<file path="src/hw/rtl/clrp_pkg.sv">
// ----------------------------------------------------------------------------
// clrp_pkg: shared types and constants of the commit log record parser
// Holds the channel payload structs, the parser phase enum, the verdict codes
// and the job format carried from the parsing front to the output back end.
// ----------------------------------------------------------------------------
package clrp_pkg;

  // Register indexes on the configuration port.
  localparam logic CfgMagicWord     = 1'b0;
  localparam logic CfgFormatVersion = 1'b1;

  // Reset values of the configuration registers.
  localparam logic [31:0] MagicWordReset     = 32'h0000_0000;
  localparam logic [31:0] FormatVersionReset = 32'h0000_0001;

  // Largest legal status code in a record.
  localparam logic [7:0] MaxStatus = 8'd3;

  // Result kinds.
  localparam logic KindRecord  = 1'b0;
  localparam logic KindVerdict = 1'b1;

  // Verdict codes.
  localparam logic [2:0] VerdictOk      = 3'd0;
  localparam logic [2:0] VerdictShort   = 3'd1;
  localparam logic [2:0] VerdictMagic   = 3'd2;
  localparam logic [2:0] VerdictVersion = 3'd3;
  localparam logic [2:0] VerdictTrunc   = 3'd4;
  localparam logic [2:0] VerdictStatus  = 3'd5;
  localparam logic [2:0] VerdictTrail   = 3'd6;

  // Byte position of the last byte of a little-endian u32.
  localparam logic [1:0] WordLastByte = 2'd3;

  typedef enum logic [2:0] {
    PhaseMagic,
    PhaseVersion,
    PhaseCount,
    PhaseId,
    PhaseStatus,
    PhaseTail
  } phase_e;

  typedef struct packed {
    logic [7:0] data_byte;
    logic       end_of_buffer;
  } in_item_t;

  typedef struct packed {
    logic        item_kind;
    logic [31:0] txn_id;
    logic [1:0]  txn_status;
    logic [2:0]  verdict;
    logic        last_of_run;
  } out_item_t;

  // All results caused by one input byte: an optional record followed by
  // an optional verdict.
  typedef struct packed {
    logic        has_record;
    logic [31:0] txn_id;
    logic [1:0]  txn_status;
    logic        has_verdict;
    logic [2:0]  verdict;
  } job_t;

endpackage

</file>
<file path="src/hw/rtl/clrp_front.sv">
// ----------------------------------------------------------------------------
// clrp_front: byte parser
// Holds the configuration registers and the header/record parsing state, and
// turns each accepted byte into at most one job for the result queue.
// ----------------------------------------------------------------------------
module clrp_front #(
  parameter int MAGIC_BYTES = 4
) (
  input  logic               clk_i,
  input  logic               rst_ni,
  input  logic               cfg_we_i,
  input  logic               cfg_index_i,
  input  logic [31:0]        cfg_data_i,
  input  logic               accept_i,
  input  clrp_pkg::in_item_t item_i,
  output logic               job_valid_o,
  output clrp_pkg::job_t     job_o
);

  localparam logic [1:0] MagicLast = 2'(MAGIC_BYTES - 1);

  logic [31:0]      magic_q, version_q;
  clrp_pkg::phase_e phase_q, phase_d;
  logic [1:0]       pos_q, pos_d;
  logic [31:0]      asm_q, asm_d;
  logic [31:0]      left_q, left_d;
  logic             drop_q, drop_d;
  logic             hbad_q, hbad_d;
  logic [2:0]       hcode_q, hcode_d;

  logic [31:0]      gathered;
  logic [7:0]       want;
  logic             close_en, start_en;
  logic [2:0]       close_code;
  logic [7:0]       b;
  logic             last;

  assign b        = item_i.data_byte;
  assign last     = item_i.end_of_buffer;
  assign want     = magic_q[{pos_q, 3'b000} +: 8];
  assign gathered = asm_q | ({24'h000000, b} << {pos_q, 3'b000});

  always_ff @(posedge clk_i or negedge rst_ni) begin
    if (!rst_ni) begin
      magic_q   <= clrp_pkg::MagicWordReset;
      version_q <= clrp_pkg::FormatVersionReset;
    end else if (cfg_we_i) begin
      unique case (cfg_index_i)
        clrp_pkg::CfgMagicWord:     magic_q   <= cfg_data_i;
        clrp_pkg::CfgFormatVersion: version_q <= cfg_data_i;
        default: ;
      endcase
    end
  end

  always_ff @(posedge clk_i or negedge rst_ni) begin
    if (!rst_ni) begin
      phase_q <= clrp_pkg::PhaseMagic;
      pos_q   <= 2'd0;
      asm_q   <= 32'd0;
      left_q  <= 32'd0;
      drop_q  <= 1'b0;
      hbad_q  <= 1'b0;
      hcode_q <= clrp_pkg::VerdictOk;
    end else begin
      phase_q <= phase_d;
      pos_q   <= pos_d;
      asm_q   <= asm_d;
      left_q  <= left_d;
      drop_q  <= drop_d;
      hbad_q  <= hbad_d;
      hcode_q <= hcode_d;
    end
  end

  always_comb begin
    phase_d     = phase_q;
    pos_d       = pos_q;
    asm_d       = asm_q;
    left_d      = left_q;
    drop_d      = drop_q;
    hbad_d      = hbad_q;
    hcode_d     = hcode_q;
    close_en    = 1'b0;
    close_code  = clrp_pkg::VerdictOk;
    start_en    = 1'b0;
    job_o       = '0;
    if (accept_i) begin
      if (drop_q) begin
        start_en = last;
      end else begin
        unique case (phase_q)
          clrp_pkg::PhaseMagic: begin
            if (b != want && !hbad_q) begin
              hbad_d  = 1'b1;
              hcode_d = clrp_pkg::VerdictMagic;
            end
            if (pos_q == MagicLast) begin
              phase_d = clrp_pkg::PhaseVersion;
              pos_d   = 2'd0;
              asm_d   = 32'd0;
            end else begin
              pos_d = pos_q + 2'd1;
            end
            if (last) begin
              close_en   = 1'b1;
              close_code = clrp_pkg::VerdictShort;
            end
          end
          clrp_pkg::PhaseVersion: begin
            if (pos_q == clrp_pkg::WordLastByte) begin
              if (gathered != version_q && !hbad_q) begin
                hbad_d  = 1'b1;
                hcode_d = clrp_pkg::VerdictVersion;
              end
              phase_d = clrp_pkg::PhaseCount;
              pos_d   = 2'd0;
              asm_d   = 32'd0;
            end else begin
              asm_d = gathered;
              pos_d = pos_q + 2'd1;
            end
            if (last) begin
              close_en   = 1'b1;
              close_code = clrp_pkg::VerdictShort;
            end
          end
          clrp_pkg::PhaseCount: begin
            if (pos_q != clrp_pkg::WordLastByte) begin
              asm_d = gathered;
              pos_d = pos_q + 2'd1;
              if (last) begin
                close_en   = 1'b1;
                close_code = clrp_pkg::VerdictShort;
              end
            end else if (hbad_q) begin
              close_en   = 1'b1;
              close_code = hcode_q;
            end else begin
              left_d  = gathered;
              pos_d   = 2'd0;
              asm_d   = 32'd0;
              phase_d = (gathered != 32'd0) ? clrp_pkg::PhaseId : clrp_pkg::PhaseTail;
              if (last) begin
                close_en   = 1'b1;
                close_code = (gathered == 32'd0) ? clrp_pkg::VerdictOk
                                                 : clrp_pkg::VerdictTrunc;
              end
            end
          end
          clrp_pkg::PhaseId: begin
            asm_d = gathered;
            if (pos_q == clrp_pkg::WordLastByte) begin
              phase_d = clrp_pkg::PhaseStatus;
              pos_d   = 2'd0;
            end else begin
              pos_d = pos_q + 2'd1;
            end
            if (last) begin
              close_en   = 1'b1;
              close_code = clrp_pkg::VerdictTrunc;
            end
          end
          clrp_pkg::PhaseStatus: begin
            if (b > clrp_pkg::MaxStatus) begin
              close_en   = 1'b1;
              close_code = clrp_pkg::VerdictStatus;
            end else begin
              job_o.has_record = 1'b1;
              job_o.txn_id     = asm_q;
              job_o.txn_status = b[1:0];
              left_d  = left_q - 32'd1;
              asm_d   = 32'd0;
              pos_d   = 2'd0;
              phase_d = (left_q != 32'd1) ? clrp_pkg::PhaseId : clrp_pkg::PhaseTail;
              if (last) begin
                close_en   = 1'b1;
                close_code = (left_q == 32'd1) ? clrp_pkg::VerdictOk
                                               : clrp_pkg::VerdictTrunc;
              end
            end
          end
          default: begin
            close_en   = 1'b1;
            close_code = clrp_pkg::VerdictTrail;
          end
        endcase
        if (close_en) begin
          job_o.has_verdict = 1'b1;
          job_o.verdict     = close_code;
          if (last) begin
            start_en = 1'b1;
          end else begin
            drop_d = 1'b1;
          end
        end
      end
      if (start_en) begin
        phase_d = clrp_pkg::PhaseMagic;
        pos_d   = 2'd0;
        asm_d   = 32'd0;
        left_d  = 32'd0;
        drop_d  = 1'b0;
        hbad_d  = 1'b0;
        hcode_d = clrp_pkg::VerdictOk;
      end
    end
    job_valid_o = accept_i && (job_o.has_record || job_o.has_verdict);
  end

endmodule

</file>
<file path="src/hw/rtl/clrp_queue.sv">
// ----------------------------------------------------------------------------
// clrp_queue: two-entry job queue
// Decouples the parser from the output stage; push and pop may coincide.
// ----------------------------------------------------------------------------
module clrp_queue (
  input  logic           clk_i,
  input  logic           rst_ni,
  input  logic           push_i,
  input  clrp_pkg::job_t push_job_i,
  output logic           full_o,
  input  logic           pop_i,
  output logic           empty_o,
  output clrp_pkg::job_t head_o
);

  clrp_pkg::job_t slot_q [2];
  logic           wr_q, rd_q;
  logic [1:0]     cnt_q;

  assign full_o  = (cnt_q == 2'd2);
  assign empty_o = (cnt_q == 2'd0);
  assign head_o  = slot_q[rd_q];

  always_ff @(posedge clk_i) begin
    if (push_i) begin
      slot_q[wr_q] <= push_job_i;
    end
  end

  always_ff @(posedge clk_i or negedge rst_ni) begin
    if (!rst_ni) begin
      wr_q  <= 1'b0;
      rd_q  <= 1'b0;
      cnt_q <= 2'd0;
    end else begin
      if (push_i) begin
        wr_q <= ~wr_q;
      end
      if (pop_i) begin
        rd_q <= ~rd_q;
      end
      unique case ({push_i, pop_i})
        2'b10:   cnt_q <= cnt_q + 2'd1;
        2'b01:   cnt_q <= cnt_q - 2'd1;
        default: cnt_q <= cnt_q;
      endcase
    end
  end

endmodule

</file>
<file path="src/hw/rtl/clrp_back.sv">
// ----------------------------------------------------------------------------
// clrp_back: result sequencer
// Expands the job at the queue head into one or two result transfers.
// ----------------------------------------------------------------------------
module clrp_back (
  input  logic                clk_i,
  input  logic                rst_ni,
  input  logic                empty_i,
  input  clrp_pkg::job_t      head_i,
  output logic                pop_o,
  output logic                out_valid_o,
  input  logic                out_ready_i,
  output clrp_pkg::out_item_t out_item_o
);

  // Set once the record part of a two-result job has been transferred.
  logic rec_done_q, rec_done_d;
  logic send_rec;
  logic xfer;

  assign out_valid_o = !empty_i;
  assign xfer        = out_valid_o && out_ready_i;
  assign send_rec    = head_i.has_record && !rec_done_q;

  always_comb begin
    out_item_o = '0;
    if (send_rec) begin
      out_item_o.item_kind   = clrp_pkg::KindRecord;
      out_item_o.txn_id      = head_i.txn_id;
      out_item_o.txn_status  = head_i.txn_status;
      out_item_o.last_of_run = !head_i.has_verdict;
    end else begin
      out_item_o.item_kind   = clrp_pkg::KindVerdict;
      out_item_o.verdict     = head_i.verdict;
      out_item_o.last_of_run = 1'b1;
    end
    pop_o      = xfer && !(send_rec && head_i.has_verdict);
    rec_done_d = rec_done_q;
    if (xfer) begin
      rec_done_d = send_rec && head_i.has_verdict;
    end
  end

  always_ff @(posedge clk_i or negedge rst_ni) begin
    if (!rst_ni) begin
      rec_done_q <= 1'b0;
    end else begin
      rec_done_q <= rec_done_d;
    end
  end

endmodule

</file>
<file path="src/hw/rtl/commit_log_record_parser.sv">
// ----------------------------------------------------------------------------
// commit_log_record_parser: byte-serial transaction status log parser
// Checks a log buffer header against the magic and version registers, emits
// each valid record as it completes and closes every buffer with a verdict.
// ----------------------------------------------------------------------------
//
//   Channel   Handshake                  Payload
//   --------  -------------------------  ------------------------------------
//   input     in_valid_i / in_ready_o    in_item_i  (data_byte, end_of_buffer)
//   output    out_valid_o / out_ready_i  out_item_o (kind, id, status, verdict,
//                                                   last_of_run)
//   config    cfg_we_i                   cfg_index_i, cfg_data_i
//
// One byte is taken per cycle while the job queue has room. A byte's results
// are registered in a two-entry job queue before they reach the output port.
// A byte that closes a buffer with a record and a verdict needs two output
// transfers. The queue lets the input keep transferring while the output
// stalls, until both entries are taken. Reset is asynchronous and clears
// parser state and the queue; the registers return to magic 0 and version 1.
//
module commit_log_record_parser #(
  parameter int MAGIC_BYTES = 4
) (
  input  logic                clk_i,
  input  logic                rst_ni,
  input  logic                cfg_we_i,
  input  logic                cfg_index_i,
  input  logic [31:0]         cfg_data_i,
  input  logic                in_valid_i,
  output logic                in_ready_o,
  input  clrp_pkg::in_item_t  in_item_i,
  output logic                out_valid_o,
  input  logic                out_ready_i,
  output clrp_pkg::out_item_t out_item_o
);

  logic           accept;
  logic           job_valid;
  clrp_pkg::job_t job;
  logic           q_full, q_empty, q_pop;
  clrp_pkg::job_t q_head;

  // A byte is taken whenever the queue has room for the job it may create.
  assign in_ready_o = !q_full;
  assign accept     = in_valid_i && in_ready_o;

  // The front parses bytes and builds jobs; the register bank lives here too.
  clrp_front #(
    .MAGIC_BYTES (MAGIC_BYTES)
  ) u_front (
    .clk_i       (clk_i),
    .rst_ni      (rst_ni),
    .cfg_we_i    (cfg_we_i),
    .cfg_index_i (cfg_index_i),
    .cfg_data_i  (cfg_data_i),
    .accept_i    (accept),
    .item_i      (in_item_i),
    .job_valid_o (job_valid),
    .job_o       (job)
  );

  clrp_queue u_queue (
    .clk_i      (clk_i),
    .rst_ni     (rst_ni),
    .push_i     (job_valid),
    .push_job_i (job),
    .full_o     (q_full),
    .pop_i      (q_pop),
    .empty_o    (q_empty),
    .head_o     (q_head)
  );

  // The back end turns each job into its record and verdict transfers.
  clrp_back u_back (
    .clk_i       (clk_i),
    .rst_ni      (rst_ni),
    .empty_i     (q_empty),
    .head_i      (q_head),
    .pop_o       (q_pop),
    .out_valid_o (out_valid_o),
    .out_ready_i (out_ready_i),
    .out_item_o  (out_item_o)
  );

endmodule

</file>
<file path="config.mk">
export PLATFORM = sky130hd
export DESIGN_NAME = commit_log_record_parser
export DESIGN_NICKNAME = d
export VERILOG_FILES = /design/src/hw/rtl/clrp_pkg.sv /design/src/hw/rtl/clrp_front.sv /design/src/hw/rtl/clrp_queue.sv /design/src/hw/rtl/clrp_back.sv /design/src/hw/rtl/commit_log_record_parser.sv
export SDC_FILE = /design/constraint.sdc
export NUM_CORES = 1
export LEC_CHECK = 0
export BUFFER_PORTS_ARGS = -buffer_cell sky130_fd_sc_hd__buf_2
export CAP_MARGIN = 10
export CELL_PAD_IN_SITES_DETAIL_PLACEMENT = 1
export CELL_PAD_IN_SITES_GLOBAL_PLACEMENT = 1
export CORE_MARGIN = 2
export CORE_UTILIZATION = 39
export CTS_CLUSTER_SIZE = 16
export DETAILED_ROUTE_END_ITERATION = 16
export GPL_ROUTABILITY_DRIVEN = 0
export PLACE_DENSITY = 0.79
export SLEW_MARGIN = 10
export SYNTH_ARGS = -nofsm -noshare
export SYNTH_HDL_FRONTEND = slang
export SYNTH_SLANG_ARGS = --single-unit
</file>
<file path="constraint.sdc">
create_clock -name clk_i -period 9.22 [get_ports clk_i]
set_input_delay 0.922 -clock clk_i [delete_from_list [all_inputs] [get_ports clk_i]]
set_output_delay 0.922 -clock clk_i [all_outputs]
set_load 0.05 [all_outputs]
</file>
# Word-level counts from Yosys, hierarchy flattened

Memories as Yosys holds them, arrays and structs flattened.
Cells that the tools add are included.

Register bits after elaboration: 143
Bits in writable memories: 78
Bits of input ports: 47
Word-level logic and storage cells: 161
Memories: 1

Add/sub/neg operators: 4
$lt $le $gt $ge: 1
Equal/unequal tests: 23
Shift-type cells: 2
Multiplexer cells: 80
Bitwise logic cells: 4
Reduce and logical (&&, ||, !) cells: 33

Memory list:

| memory         | words | width | read ports | clocked after Yosys merged registers in | wr ports | RTL line         | text |
|---|---|---|---|---|---|---|---|
| u_queue.slot_q | 2     | 39    | 1          | 0                                       | 1        | clrp_queue.sv:16 | `clrp_pkg::job_t slot_q [2];` |

Operator list:

| operator              | count |
|---|---|
| $mux 32               | 12 |
| $pmux 32 s5           | 1 |
| $mux 39               | 2 |
| $mux 3                | 24 |
| $mux 35               | 2 |
| $pmux 32 s2           | 1 |
| $mux 34               | 1 |
| $eq 32x1->1 const B   | 1 |
| $logic_not 32->1      | 1 |
| $ne 32x1->1 const B   | 1 |
| $ne 32x32->1          | 1 |
| $or 32x32->32         | 1 |
| $reduce_bool 32->1    | 1 |
| $shiftx 32x6->8       | 1 |
| $shl 8x5->32          | 1 |
| $sub 32x1->32 const B | 1 |
| $mux 1                | 23 |
| $reduce_and 6->1      | 3 |
| $ne 3x1->1 const B    | 5 |
| $pmux 3 s5            | 1 |
| $mux 2                | 6 |
| $pmux 3 s4            | 1 |
| $ne 3x3->1 const B    | 3 |
| $reduce_and 9->1      | 1 |
| 31 further kinds      | 52 |

# Longest topological paths before layout

Gate-level depths: netlist of run 1.

Word-level depth: 15
Mapped depth: 11
Gate-level depth less buffers: 10

# Modules after synthesis

A second synthesis of run 1 with hierarchy kept.

Cell total of the unflattened synthesis: 1083
Area total of the unflattened synthesis: 11686.2 um^2

By module, submodules not included:

| module                   | times used | cells each | area an instance (um^2) | seq. area each (um^2) |
|---|---|---|---|---|
| clrp_front               | 1          | 894        | 8303.0                  | 3404.5 |
| clrp_queue               | 1          | 137        | 3011.6                  | 2442.3 |
| clrp_back                | 1          | 50         | 361.6                   | 25.0 |
| commit_log_record_parser | 1          | 2          | 10.0                    | 0.0 |

# Least setup slack after synthesis of run 1

OpenSTA, ideal clock, no wires.

Kind: input to register
Start point: input port in_item_i[4] in the netlist's numbering
End point: memory u_queue.slot_q[1][0] in the netlist's numbering, enable pin
Library setup time: 0.441 ns
Arrival: 4.284 ns
Required time: 8.779 ns
Path slack: 4.494 ns
Stages: 6
Path buffers: 1
Path through: buf_6 or4_1 or4_4 nor2_1 nor2_1 nor2b_1

Word-level cells in the longest chain between the ends: 12

RTL lines:

| what                             | RTL line                       | text |
|---|---|---|
| from (decl)                      | commit_log_record_parser.sv:31 | `input clrp_pkg::in_item_t in_item_i,` |
| $gt 8x2->1 (*)                   | clrp_front.sv:165              | `if (b > clrp_pkg::MaxStatus) begin` |
| $mux 1                           | clrp_front.sv:165              |  |
| $pmux 1 s3                       | clrp_front.sv:92               | `unique case (phase_q)` |
| $mux 1                           | clrp_front.sv:89               | `if (drop_q) begin` |
| $mux 1                           | clrp_front.sv:88               | `if (accept_i) begin` |
| $mux 4                           | clrp_front.sv:188              | `if (close_en) begin` |
| $mux 39 (*)                      | clrp_front.sv:89               |  |
| $mux 39 (*)                      | clrp_front.sv:88               |  |
| $logic_or 1x1->1 (*)             | clrp_front.sv:208              | `job_valid_o = accept_i && (job_o.has_record \|\| job_o.has_verdict);` |
| $logic_and 1x1->1 (*)            | clrp_front.sv:208              |  |
| $mux 1 (*)                       | clrp_queue.sv:25               | `if (push_i) begin` |
| $mux 1 (not written as such) (*) | clrp_queue.sv:26               | `slot_q[wr_q] <= push_job_i;` |
| to (decl)                        | clrp_queue.sv:16               |  |

Every way passes the cells marked *; elsewhere a longest branch is shown, timed or not. The select of a mux whose other input is x is not followed.

==> out/results.txt, run 1 <==
Seq pwr share = 33.6%
Max Fclk = 232 MHz
# IOs = 88
vias in the first global route = 8,887
Tmin final = 4310 ps
Synth Cell Area = 11,000 um^2
Avg Cell Area, Syn = 10.9 um^2
Area growth syn-to-layout = 14.9%
critical path capture point type = primary output
placed insts = 1,425
Post-DP HPWL = 23.4 mm
Net Sw Frac = 41.7%
Worst setup SP type = register
Comb power frac = 39.5%
total wire length = 33.1 mm
Final Cycle Share = 46.7%
required time worst endpoint = 8300 ps
clock sink total = 219
CP Max Fanout = 40
standard-cell rows = 61
Core ar. = 27,800 um^2
# DRC = 0
n_diodes = 0
clock root buffer = clkbuf_16
Netlist cell types = 71
Syn Inst Count = 1,015
HP Class = primary input to async pin
cell taking the most area after synthesis = dfrtp_1
register area share after synthesis = 53.3%
first-pass GRT wire length = 52.2 mm
hold buffer count at CTS = 0
unrepaired setup endpoints after global routing = false
Gates resized, CTS repair = 0
Worst VDD drop = 0.000137 V
slew of the pin with the lowest slew margin = 1180 ps
Pleak = 5.22 nW
CTS Buf Count = 25
non-filler cells, final = 1,471
largest net degree at the start of global routing = 79
final setup violation count = 0
Synth Net Count = 1,066
Die ar. = 29,600 um^2
P_int = 0.00244 W
Worst Path Arrival = 3380 ps
die width = 172 um
CTS clk-pin slew, worst paths = 60 ps
Reg area = 5870 um^2
CTS tree = yes
critical path class = register to primary output
Total GRT Usage = 23.0%
final slew viol count = 0
H-tree Lvls = 1
initial DRC count = 862
Hold Vio Cnt, Final = 0
slew margin rel. = 21.2%
initial antenna violation count = 0
TNS Setup = 0 ps
Via density = 5.85
Layout Nets = 1,125
clk_skew = 13.0 ps
#FFs+latches synth = 219
Clock Tree Buf Depth = 3
die height = 172 um
via count = 8,606
number of flops mapped to enable cells by yosys = 78
remaining antenna violation count after routing = 0
status = complete, no violations
Pwr per Cell Area = 331 nW/um^2
Clock power frac = 27.0%
synth warn = 0
max cap viols = 0
Main synth FF type = dfrtp_1
drt pass-1 iters = 5
share of layout cells above drive strength 1 = 21.6%
routed length per instance = 22.5 um
grt ovf = 0
area of the multi-input gates = 4790 um^2
post-synth top area share = 31.8%
Setup Fix Bufs, Post-CTS = 0
Async SR Flop Fraction = 64.4%
Worst-Skew Late Latency = 530 ps
Layout fillers = 3,088
Starting Density = 39.7%
synth top area cells = dfrtp_1 (32%), edfxtp_1 (21%), mux2_2 (6.6%), nor2_1 (4.2%), mux2i_1 (3.9%)
Buffers on Ports = 87
Switch Pwr = 0.00175 W
## routing by layer
layer	global-route usage [%]	vias up	share of wire, %
met4	8.04	0	3.7
met1	30.8	4380	43
li1	-	3838	-
met3	3.55	72	5.6
met2	38.1	316	47
met5	0	-	0
## synth_stat cells (3+ instances only)
master	instances
mux4_2	6
nor3b_1	3
or3_1	10
o31ai_1	11
buf_1	12
or4_1	7
nor3_1	26
buf_2	9
mux2_2	65
a22o_1	11
nand2b_1	5
o21ai_0	70
nand3b_1	7
clkbuf_1	38
nand3_1	13
a211o_1	3
nand4_1	7
and2_1	44
xnor2_1	17
nand2_1	45
mux2i_1	43
nor2b_1	7
o22ai_1	4
or2_2	3
dfrtp_1	140
edfxtp_1	78
ha_1	4
a31oi_1	27
a32o_1	4
nand4b_1	4
clkbuf_8	4
a211o_2	4
buf_6	3
xor2_1	13
a21oi_1	69
a221oi_1	4
a2111oi_0	4
nor2_1	123
and3b_1	3
inv_1	12
a32oi_1	4
a211oi_1	3
nor4_1	11
## worst max-delay path: stages, from the launching register on
cell      delay (ps)
dfrtp_2          340
buf_4            530
mux2i_1          200
nor2_1           260
clkinv_1         790
nor2_1           390
inv_1             90
buf_2            220
## final cells by class
cell class / count / area share, %
inverters: 13 / 0.385
flip-flops and latches: 219 / 46.4
well taps: 378 / 3.74
clock inverters: 12 / 1.90
multi-input cells: 715 / 37.8
repair buffers: 100 / 4.26
clock buffers: 34 / 5.52
## stage by stage
step	instance area (um^2)	hold slack (ps)	total power (W)	setup WS, ps	utilization [%]
5_1_grt	12700	418	0.00441	4560	45.6
2_1_floorplan	11000	450	0.00255	4490	-
3_5_place_dp	11700	490	0.00306	4920	42.2
3_3_place_gp	11700	476	0.00300	5010	42.2
4_1_cts	12700	403	0.00421	4810	45.6
6_report	12700	369	0.00420	4910	45.6
## cell families after synthesis
group | count (synthesis) | synth area share (%)
buffers and inverters | 81 | 3.47
DFF | 219 | 53.3
muxes | 114 | 11.8
adders and majority gates | 4 | 0.454
xor gates and xnor gates | 30 | 2.38
AOI/OAI and AO/OA | 234 | 13.2
and+or+nand+nor | 333 | 15.5
## final timing paths
check,from,to,slack [ps],cells after the start
max in group asynchronous,rst_ni,u_front.magic_q[20],7390,2
worst max-delay path,u_queue.rd_q,out_item_o[0],4910,7
worst min-delay path,rst_ni,u_back.rec_done_q,370,1
min in group clk_i,u_front.magic_q[6],u_front.magic_q[6],500,1
worst min register to register,u_front.magic_q[6],u_front.magic_q[6],500,1
worst max register to register,u_front.phase_q[2],u_queue.slot_q[1][24],5380,6
## cell usage in the layout (no fill, tap or decap), types with 6 or more instances in the layout
master	synthesis	layout
o31ai_1	11	11
inv_1	12	12
mux4_2	6	6
bufinv_16	0	7
clkbuf_16	0	25
mux2_2	65	65
nand2_1	45	45
edfxtp_1	78	78
a31oi_1	27	27
nand3_1	13	13
mux2i_1	43	43
dfrtp_1	140	139
and2_1	44	44
nand4_1	7	7
nand3b_1	7	7
nor4_1	11	11
a22o_1	11	11
or3_1	10	10
a21oi_1	69	69
xor2_1	13	13
buf_2	9	86
o21ai_0	70	70
nor2_1	123	121
or4_1	7	7
xnor2_1	17	17
buf_4	1	13
nor3_1	26	26
## state kept, by name, summed over array words and instances, names as in the netlist
signal	cells
u_queue.slot_q	78
u_front.asm_q	32
u_front.left_q	32
u_front.magic_q	32
u_front.version_q	32
u_front.phase_q	3
u_front.pos_q	2
u_queue.cnt_q	2
u_back.rec_done_q	1
u_front.drop_q	1
u_front.hbad_q	1
u_front.hcode_q	1
u_queue.rd_q	1
u_queue.wr_q	1
## power by group through the flow
stage	clock [W]	sequential, W	combinational, W
3_3_place_gp	0	0.00140	0.00160
2_1_floorplan	0	0.00132	0.00124
4_1_cts	0.00115	0.00140	0.00166
3_5_place_dp	0	0.00141	0.00165
5_1_grt	0.00119	0.00142	0.00179
6_report	0.00113	0.00141	0.00166
No activity file was read; power rests on OpenSTA's default activity.
==> run 2, diff against run 1 <==
==> constraint.sdc (replaced) <==
create_clock -name clk_i -period 4.4 [get_ports clk_i]
set_input_delay 0.44 -clock clk_i [delete_from_list [all_inputs] [get_ports clk_i]]
set_output_delay 0.44 -clock clk_i [all_outputs]
set_load 0.05 [all_outputs]
==> out/results.txt, run 2 (same netlist as run 1, synthesis figures left out) <==
Buffers on Ports = 87 (unchanged)
die width = 172 um (unchanged)
drt pass-1 iters = 5 (unchanged)
unrepaired setup endpoints after global routing = false (unchanged)
max cap viols = 0 (unchanged)
TNS Setup = 0 ps (unchanged)
Reg area = 5870 um^2 (unchanged)
Cell Area, Placed = 11,800 um^2 (was 11,700 um^2)
die height = 172 um (unchanged)
non-filler cells, final = 1,480 (was 1,471)
Tmin final = 3480 ps
critical path class = register to register (was register to primary output)
critical path capture point type = register (was primary output)
global route hottest layer = met2 (unchanged)
Reg2Reg Depth = 7 (was 6)
register bank with the most flops = u_queue.slot_q (unchanged)
CP Max Fanout = 21 (was 40)
standard-cell rows = 61 (unchanged)
final slew viol count = 0 (unchanged)
vias in the first global route = 8,977 (was 8,887)
Die ar. = 29,600 um^2 (unchanged)
# IOs = 88 (unchanged)
Worst-Skew Late Latency = 530 ps (about the same)
WHS Path Cells = 2
Post-DP HPWL = 24.0 mm (was 23.4 mm)
fin area = 12,600 um^2 (was 12,700 um^2)
grt met2 use = 38.2% (was 38.1%)
Final Cycle Share = 79.1%
Pwr per Cell Area = 677 nW/um^2 (was 331 nW/um^2)
CTS clk-pin slew, worst paths = 60 ps (about the same)
Max Fclk = 287 MHz
clock sink total = 219 (unchanged)
area of the multi-input gates = 4790 um^2 (unchanged)
met3 Usage GRT = 3.55% (unchanged)
Starting Density = 39.7% (unchanged)
CTS tree = yes (unchanged)
final setup violation count = 0 (unchanged)
initial antenna violation count = 2 (was 0)
Layout Nets = 1,133 (was 1,125)
max reg flops = 78 (unchanged)
r2r setup slk = 920 ps (was 5380 ps)
Hold Vio Cnt, Final = 0 (unchanged)
# DRC = 0 (unchanged)
H-tree Lvls = 1 (unchanged)
via count = 8,624 (was 8,606)
Setup WS pre-CTS = 973 ps (was 4920 ps)
Worst setup SP type = register (unchanged)
commonest non-fill, non-tap cell in the layout = dfrtp_1 (unchanged)
met1 usage = 30.2% (was 30.8%)
grt ovf = 0 (unchanged)
Hold Path End = u_front.magic_q[16]
Gates resized, CTS repair = 0 (unchanged)
Worst VDD drop = 0.000266 V (was 0.000137 V)
Pleak = 5.22 nW (about the same)
Total GRT Usage = 22.9% (was 23.0%)
clk_skew = 11.0 ps (was 13.0 ps)
R2R Path Start = u_front.phase_q[2] (unchanged)
Core ar. = 27,800 um^2 (unchanged)
commonest non-fill, non-tap cells in the layout = dfrtp_1 (139), nor2_1 (121), buf_2 (86) (unchanged)
Clock Tree Buf Depth = 3 (unchanged)
Worst Path Arrival = 3900 ps (was 3380 ps)
Setup Fix Bufs, Post-CTS = 0 (unchanged)
routed length per instance = 22.6 um (was 22.5 um)
initial DRC count = 717 (was 862)
post-route setup slack = 918 ps (was 4910 ps)
clock root buffer = clkbuf_16 (unchanged)
hold path start = cfg_data_i[16]
slew margin rel. = 36.7% (was 21.2%)
largest net degree at the start of global routing = 58 (was 79)
placed insts = 1,431 (was 1,425)
first-pass GRT wire length = 51.9 mm (was 52.2 mm)
HP Class = primary input to register (was primary input to async pin)
total wire length = 33.4 mm (was 33.1 mm)
post-layout util = 45.4% (was 45.6%)
remaining antenna violation count after routing = 0 (unchanged)
slew of the pin with the lowest slew margin = 949 ps (was 1180 ps)
Area growth syn-to-layout = 14.6% (was 14.9%)
R2R Path End = u_front.left_q[10] (was u_queue.slot_q[1][24])
Layout fillers = 3,114 (was 3,088)
required time worst endpoint = 4820 ps (was 8300 ps)
CTS Buf Count = 25 (unchanged)
Via density = 5.83 (was 5.85)
share of layout cells above drive strength 1 = 22.2% (was 21.6%)
status = complete, no violations (unchanged)
==> run 2: cell count changes in the layout (fill, tap and decap cells not counted), moves of 2 or more <==
cell | before | now
buf_4 | 13 | 19
clkinv_2 | 1 | 5
inv_6 | 2 | 0
clkbuf_8 | 4 | 6
clkinv_1 | 3 | 1
bufinv_16 | 7 | 2
==> run 2: power by group <==
part	internal [W]	switching [W]	total (W)	leakage, nW
logic	0.00110	0.00231	0.00341	2.28
clock network	0.00127	0.000844	0.00212	0.416
registers	0.00251	0.000502	0.00302	2.52
==> run 2: per-layer routing <==
metal / vias up / routed length, um
li1: 3861 / -
met1: 4346 / 14200
met2: 342 / 15600
met3: 75 / 2260
met4: 0 / 1280
met5: - / 0
==> run 2: worst max path at each step <==
stage | startpoint | endpoint | slack, ps | depth (start not counted)
6_report | u_front.phase_q[2] | u_front.left_q[10] | 920 | 7
2_1_floorplan | in_item_i[4] | u_queue.slot_q[1][0] | 160 | 6
4_1_cts | u_front.phase_q[2] | u_queue.slot_q[1][12] | 980 | 7
3_3_place_gp | in_item_i[6] | u_queue.slot_q[1][24] | 1070 | 8
3_5_place_dp | in_item_i[6] | u_queue.slot_q[1][15] | 970 | 8
5_1_grt | u_front.pos_q[0] | u_front.asm_q[21] | 760 | 8
==> run 2: stage by stage <==
| stage | hold WS, ps | power (W) |
|---|---|---|
| 2_1_floorplan | 144 | 0.00535 |
| 3_3_place_gp | 451 | 0.00629 |
| 3_5_place_dp | 451 | 0.00641 |
| 4_1_cts | 143 | 0.00855 |
| 5_1_grt | 153 | 0.00898 |
| 6_report | 158 | 0.00854 |
==> run 2: cell type report <==
cell class / instances / area share (%)
inverter: 13 / 0.386
clock inverter: 9 / 0.892
clock buffer: 37 / 5.79
timing repair buffer: 108 / 4.75
sequential: 219 / 46.5
multi-input combinational: 715 / 37.9
tap: 378 / 3.75
antenna: 1 / 0.0198
==> run 2: worst max-delay path, stage by stage (launching register included) <==
cell and delay, ps:
dfrtp_1 630, or3b_2 720, or4_4 520, a21oi_1 270, nor2_1 90, nor2_2 640, o21ai_0 210, a22o_1 280
==> run 2: timing repair <==
item,4_1_cts,5_1_grt
setup endpoints to repair,0,0
hold endpoints to repair,55,0
hold buffers,1,0
